**src/rtl/mbe_pkg.sv**
```systemverilog
// Shared types and constants for the escape-time pixel core.
package mbe_pkg;

   // View geometry and fixed-point format (Q5.58)
   localparam int IMG_WIDTH    = 256;
   localparam int IMG_HEIGHT   = 256;
   localparam int HALF_WIDTH   = IMG_WIDTH / 2;
   localparam int HALF_HEIGHT  = IMG_HEIGHT / 2;
   localparam int SHIFT_WIDTH  = $clog2(IMG_WIDTH);
   localparam int SHIFT_HEIGHT = $clog2(IMG_HEIGHT);
   localparam int FRAC_BITS    = 58;

   // Escape radius 20, compared as |z|^2 against 400 in Q13.116
   localparam int ESCAPE_RADIUS = 20;
   localparam logic [128:0] M2_LIMIT =
      129'(ESCAPE_RADIUS * ESCAPE_RADIUS) << (2 * FRAC_BITS);

   // Palette: six ramps of 130 steps each
   localparam int PALETTE_LENGTH = 780;
   localparam int RAMP_LO        = 125;
   localparam int RAMP_HI        = 255;
   localparam int SEG_LEN        = RAMP_HI - RAMP_LO;
   localparam int SEG_COUNT      = PALETTE_LENGTH / SEG_LEN;

   // Register reset values
   localparam logic [62:0] ZOOM_RESET     = 63'(64'd2 << FRAC_BITS);
   localparam logic [15:0] MAX_ITER_RESET = 16'd100;

   // Register file: 64-bit registers at 8-byte spacing
   localparam int CSR_ADDR_W   = 5;
   localparam int CSR_DATA_W   = 64;
   localparam int CSR_ADDR_LSB = 3;

   typedef enum logic [1:0] {
      REG_ZOOM_SPAN = 2'd0,
      REG_CENTRE_RE = 2'd1,
      REG_CENTRE_IM = 2'd2,
      REG_MAX_ITER  = 2'd3
   } reg_index_type;

   typedef struct packed {
      logic [62:0]        zoom_span;
      logic signed [63:0] centre_re;
      logic signed [63:0] centre_im;
      logic [15:0]        max_iter;
   } cfg_type;

   // Operand pair for the shared multiplier
   typedef enum logic [1:0] {
      MUL_RR,
      MUL_II,
      MUL_RI
   } mul_sel_type;

   typedef struct packed {
      logic        start;
      logic        map_mul;
      logic        map_sum;
      mul_sel_type mul_sel;
      logic        load_sr;
      logic        load_si;
      logic        step;
      logic        out_load;
   } cmd_type;

   typedef struct packed {
      logic escaped;
      logic overflow;
      logic at_max;
      logic out_free;
   } status_type;

   typedef struct packed {
      logic [7:0] red;
      logic [7:0] green;
      logic [7:0] blue;
   } rgb_type;

   typedef struct packed {
      logic [15:0] iter_count;
      logic [9:0]  palette_index;
      rgb_type     rgb;
   } result_type;

endpackage

```
**src/rtl/mbe_ctrl.sv**
```systemverilog
// Sequencer for mapping, the iteration loop and result hand-off.
module mbe_ctrl
   import mbe_pkg::*;
(
   input  logic       clock,
   input  logic       reset,
   input  logic       req_valid,
   output logic       req_ready,
   input  status_type status,
   output cmd_type    cmd
);

   typedef enum logic [3:0] {
      ST_IDLE,
      ST_MAP_MUL,
      ST_MAP_SUM,
      ST_MUL_RR,
      ST_MUL_II,
      ST_MUL_RI,
      ST_WAIT,
      ST_EVAL,
      ST_DONE
   } state_type;

   state_type state_ff, state_in;

   always_comb begin
      state_in = state_ff;
      unique case (state_ff)
         ST_IDLE:    if (req_valid) state_in = ST_MAP_MUL;
         ST_MAP_MUL: state_in = ST_MAP_SUM;
         ST_MAP_SUM: state_in = ST_MUL_RR;
         ST_MUL_RR:  state_in = ST_MUL_II;
         ST_MUL_II:  state_in = ST_MUL_RI;
         ST_MUL_RI:  state_in = ST_WAIT;
         ST_WAIT:    state_in = ST_EVAL;
         ST_EVAL: begin
            // escape test on current z and the limit first, then overflow, else a step
            priority if (status.escaped || status.at_max) begin
               state_in = ST_DONE;
            end else if (status.overflow) begin
               state_in = ST_DONE;
            end else begin
               state_in = ST_MUL_RR;
            end
         end
         ST_DONE:    if (status.out_free) state_in = ST_IDLE;
         default:    state_in = ST_IDLE;
      endcase
   end

   always_ff @(posedge clock) begin
      if (reset) begin
         state_ff <= ST_IDLE;
      end else begin
         state_ff <= state_in;
      end
   end

   always_comb begin
      cmd          = '0;
      cmd.mul_sel  = MUL_RR;
      cmd.start    = (state_ff == ST_IDLE) & req_valid;
      cmd.map_mul  = (state_ff == ST_MAP_MUL);
      cmd.map_sum  = (state_ff == ST_MAP_SUM);
      cmd.load_sr  = (state_ff == ST_MUL_RI);
      cmd.load_si  = (state_ff == ST_WAIT);
      cmd.step     = (state_ff == ST_EVAL) & ~status.escaped & ~status.at_max;
      cmd.out_load = (state_ff == ST_DONE) & status.out_free;
      unique case (state_ff)
         ST_MUL_II: cmd.mul_sel = MUL_II;
         ST_MUL_RI: cmd.mul_sel = MUL_RI;
         default:   cmd.mul_sel = MUL_RR;
      endcase
   end

   assign req_ready = (state_ff == ST_IDLE);

endmodule

```
**config.mk**
```make
export PLATFORM = sky130hd
export DESIGN_NAME = mbe_ctrl
export DESIGN_NICKNAME = d
export VERILOG_FILES = /design/src/rtl/mbe_pkg.sv /design/src/rtl/mbe_ctrl.sv
export SDC_FILE = /design/constraint.sdc
export NUM_CORES = 1
export LEC_CHECK = 0
export BUFFER_PORTS_ARGS = -buffer_cell sky130_fd_sc_hd__buf_2
export CAP_MARGIN = 10
export CORE_AREA = 2 2 39 41
export DETAILED_ROUTE_END_ITERATION = 8
export DIE_AREA = 0 0 41 43
export GPL_ROUTABILITY_DRIVEN = 0
export PLACE_DENSITY = 0.54
export SLEW_MARGIN = 20
export SYNTH_ARGS = -nofsm -noshare
export SYNTH_HDL_FRONTEND = slang
export SYNTH_SLANG_ARGS = --single-unit
```
**constraint.sdc**
```tcl
create_clock -name clock -period 1.7 [get_ports clock]
set_input_delay 0 -clock clock [delete_from_list [all_inputs] [get_ports clock]]
set_output_delay 0 -clock clock [all_outputs]
set_load 0.02 [all_outputs]
```
; ---- Yosys cells after proc, flatten, opt, wreduce, memory -nomap -nowiden
; Index checks and enable logic that the tools add are counted.
[totals]
regBits = 4
latch_bits = 0
ram_bits = 0
mem_bits_ro = 0
inputBits = 7
wordCells = 26
n_memories = 0
[classes]
addsub = 0
multipliers = 0
div_mod_pow = 0
order_cmp = 0
n_eq_ne = 10
shifts = 0
mux = 6
n_bitwise = 6
n_reduce_logical = 3
[op_table]
columns = operator, count
row1 = $pmux W4 S9, 1
row2 = $eq A4 B3 Y1 const B, 4
row3 = $mux W4, 4
row4 = $eq A4 B2 Y1 const B, 2
row5 = $and A1 B1 Y1, 4
row6 = $eq A4 B1 Y1 const B, 1
row7 = $eq A4 B4 Y1 const B, 1
row8 = $logic_not A4 Y1, 1
row9 = $ne A2 B2 Y1 const B, 2
row10 = $pmux W2 S2, 1
row11 = $not A1 Y1, 2
row12 = $reduce_and A2 Y1, 1
row13 = $logic_or A1 B1 Y1, 1

; ---- Longest topological paths before layout
[logic_depth]
word_depth = 3
ltp_mapped = 4
depth_no_buf = 3

; ---- Least setup slack after synthesis
; Ideal clock, no wire load.
[synth_timing]
kind = register to output
from = register state_ff[3]
to = output cmd[6] (netlist bit)
t_arrival_ps = 1220
setup_slack_ps = 480
stages_incl_launch_ff = 3
n_path_buf = 1
path_cell_list = dfxtp_1 > buf_4 > nor4b_1
[synth_rtl]
columns = item, line_no
row1 = "start, declared", mbe_ctrl.sv:25  ; state_type state_ff, state_in;
row2 = "start signal, assigned", mbe_ctrl.sv:56  ; state_ff <= state_in;
row3 = "end, declared", mbe_ctrl.sv:10  ; output cmd_type cmd

==> results.toml <==
[setup_path]
critPathRequiredTime_ps = 1700
crit_fanout = 9
slowest_stage = "dfxtp_1"
crit_path_start_kind = "flip-flop"
cp_top_family = "simple AND/OR/NAND/NOR gates"
crit_arrival_ps = 1360
path_cells = "nor4_4 > and2_1 > buf_2"
crit_type = "flip-flop to output port"
crit_buf_inv = 1
critPathCaptureType = "output port"
critPathMaxStageDelay_ps = 440

[clock_network]
cts.htree.levels = 1
cts_made_buffers = 3
insertion_delay_ps = 230
root_buffer = "clkbuf_4"
clock_path_buffers = 2
cts.sinks = 4
post_cts_buffers = 0
cts_tree = "yes"
cts-resized-gates = 0
cts.reportedPaths.clkPinSlew_ps = 40

[layout]
top_register = "state_ff"
multi_input_area_um2 = 227.7
layout.nets = 62
n_fill_cell = 145
reg_top3 = "state_ff (4)"
drive_above_1_share = 0.4906
antenna_cells = 0
largest_register_ffs = 4
area_growth_pct = 24.56
regArea_um2 = 80.08

[pwr]
swShare = 0.4188
p_comb_frac = 0.409
total_power_mw = 0.5037
power_density_mw_per_mm2 = 1134
p_int_mw = 0.2927
switchingPower_mw = 0.2110
p_clk_frac = 0.225
pwr-share-seq = 0.366
max-vdd-ir-drop_mv = 0.3044
power_leakage_nw = 0.2392

[floorplanning]
die_w_um = 41
core_area_mm2 = 0.001384
core.rowCount = 14
die_h_um = 43
pin_count = 17
fp.dieArea_mm2 = 0.001763
start_util = 0.2577

[logic_synthesis]
synth_seq_cells = 4
synth_top_area_share = 0.2246
synth_area_leaders = "dfxtp_1 22%, nor3_1 7.0%, nand4b_4 6.7%"
synth_cells = 38
syn-num-nets = 45
avgSynthCellArea_um2 = 9.384
yosysSeqAreaShare = 0.2246
yosysWarnings = 0
synth.distinct_cells = 24
syn-cell-area_um2 = 356.6
synth_top_area_cell = "dfxtp_1"

[timing]
period_share = 0.7988
worst_slew_pin_slew_ps = 498.7
fmaxAchievable_mhz = 736.4
rsz0062_at_grt = "false"
slew_violations = 0
period_minus_slack_ps = 1358
hold_viol = 0
setup_viol = 0
clock_skew_ps = 1.852
fin_setup_tns_ps = 0
slew_headroom = 0.6671
setup_ws_ps = 342.0

[placement]
place_hpwl_um = 546.2
io_buffer_count = 16
place_worst_setup_slack_ps = 440.5

[route]
vias = 324
drtIter0Drc = 2
dr.pass1.iters = 4
ant_nets = 0
routed_wl_um = 729
viasPerCell = 4.696
routedWlPerCell_um = 10.57
drc_errors = 0

[worst_hold_path]
worstHoldPathType = "input pin to flip-flop"

[global_routing]
grt_pass1_wl_um = 1179
grt_pass1_vias = 285
overflow = 0
grtUsageTotal = 0.1067
antenna_found_initial = 0
grt_max_degree = 12

[job]
drv_cap = 0

[outcome]
status = "finished clean"
==> synthesized netlist by cell type, drive strengths merged <==
cell    n
nor3    6
buf     5
dfxtp   4
nand2b  3
nor2    3
and3    2
nand2   2
o21ai   2
a21oi   1
a221oi  1
and2    1
inv     1
nand4b  1
nor4    1
nor4b   1
nor4bb  1
o211ai  1
or3     1
xor2    1
==> tightest hold or removal path: stages <==
cell,delay [ps]
buf_2,100
inv_1,70
a221oi_2,60
==> final timing paths <==
| kind | slack, ps | end | startpoint | depth (start not counted) |
|---|---|---|---|---|
| setup / recovery | 340 | cmd[8] | state_ff[1] | 3 |
| hold / removal | 60 | state_ff[3] | req_valid | 3 |
| setup reg to reg | 450 | state_ff[3] | state_ff[0] | 3 |
| hold reg to reg | 680 | state_ff[2] | state_ff[3] | 1 |
==> routing by layer <==
layer / wire length [um] / global-route usage / share of wire
met1: 334 / 0.1071 / 0.46
met2: 326 / 0.1625 / 0.45
met3: 56 / 0.04712 / 0.077
met4: 12 / 0.08000 / 0.016
met5: 0 / 0 / 0
==> cell families after synthesis <==
family / after synthesis / share of synthesized area
AND/OR/NAND/NOR: 22 / 0.5088
buffers and inverters: 6 / 0.1368
AO/OA/AOI/OAI: 5 / 0.1052
flip-flops: 4 / 0.2246
XOR/XNOR: 1 / 0.02457
==> power by group through the flow <==
stage / logic (mW) / registers, mW / clock network [mW]
6_report: 0.206 / 0.184 / 0.113
5_1_grt: 0.225 / 0.191 / 0.135
4_1_cts: 0.208 / 0.185 / 0.116
3_5_place_dp: 0.206 / 0.187 / 0
3_3_place_gp: 0.207 / 0.182 / 0
2_1_floorplan: 0.238 / 0.121 / 0
==> layout make-up <==
type,count,area share
sequential,4,0.1803
tap,16,0.04507
timing repair buffer,17,0.2028
multi-input combinational,28,0.5127
inverter,1,0.008451
clock buffer,3,0.05070
==> metrics by stage <==
stage                 util  cells  hold WS, ps  instance area [um^2]
floorplan                -     38        66.25                 356.6
global placement    0.2975     65        207.4                 411.6
detailed placement  0.2975     65        206.3                 411.6
CTS                 0.3210     69        56.56                 444.2
global route        0.3210     69        61.13                 444.2
finish              0.3210     69        56.83                 444.2
==> placed cells by master (no fill, tap or decap), types with 2 or more instances in the layout <==
| master | synthesis | final |
|---|---|---|
| nor3_1 | 5 | 5 |
| clkbuf_4 | 0 | 3 |
| buf_2 | 0 | 16 |
| nand2_1 | 2 | 2 |
| nor2_1 | 3 | 3 |
| dfxtp_1 | 4 | 4 |
| nand2b_1 | 2 | 2 |
==> timing repair <==
action | CTS | global route
hold endpoints to repair | 2 | 0
hold buffers | 1 | 0
setup endpoints to repair | 0 | 0
No activity file was read; power rests on OpenSTA's default activity.
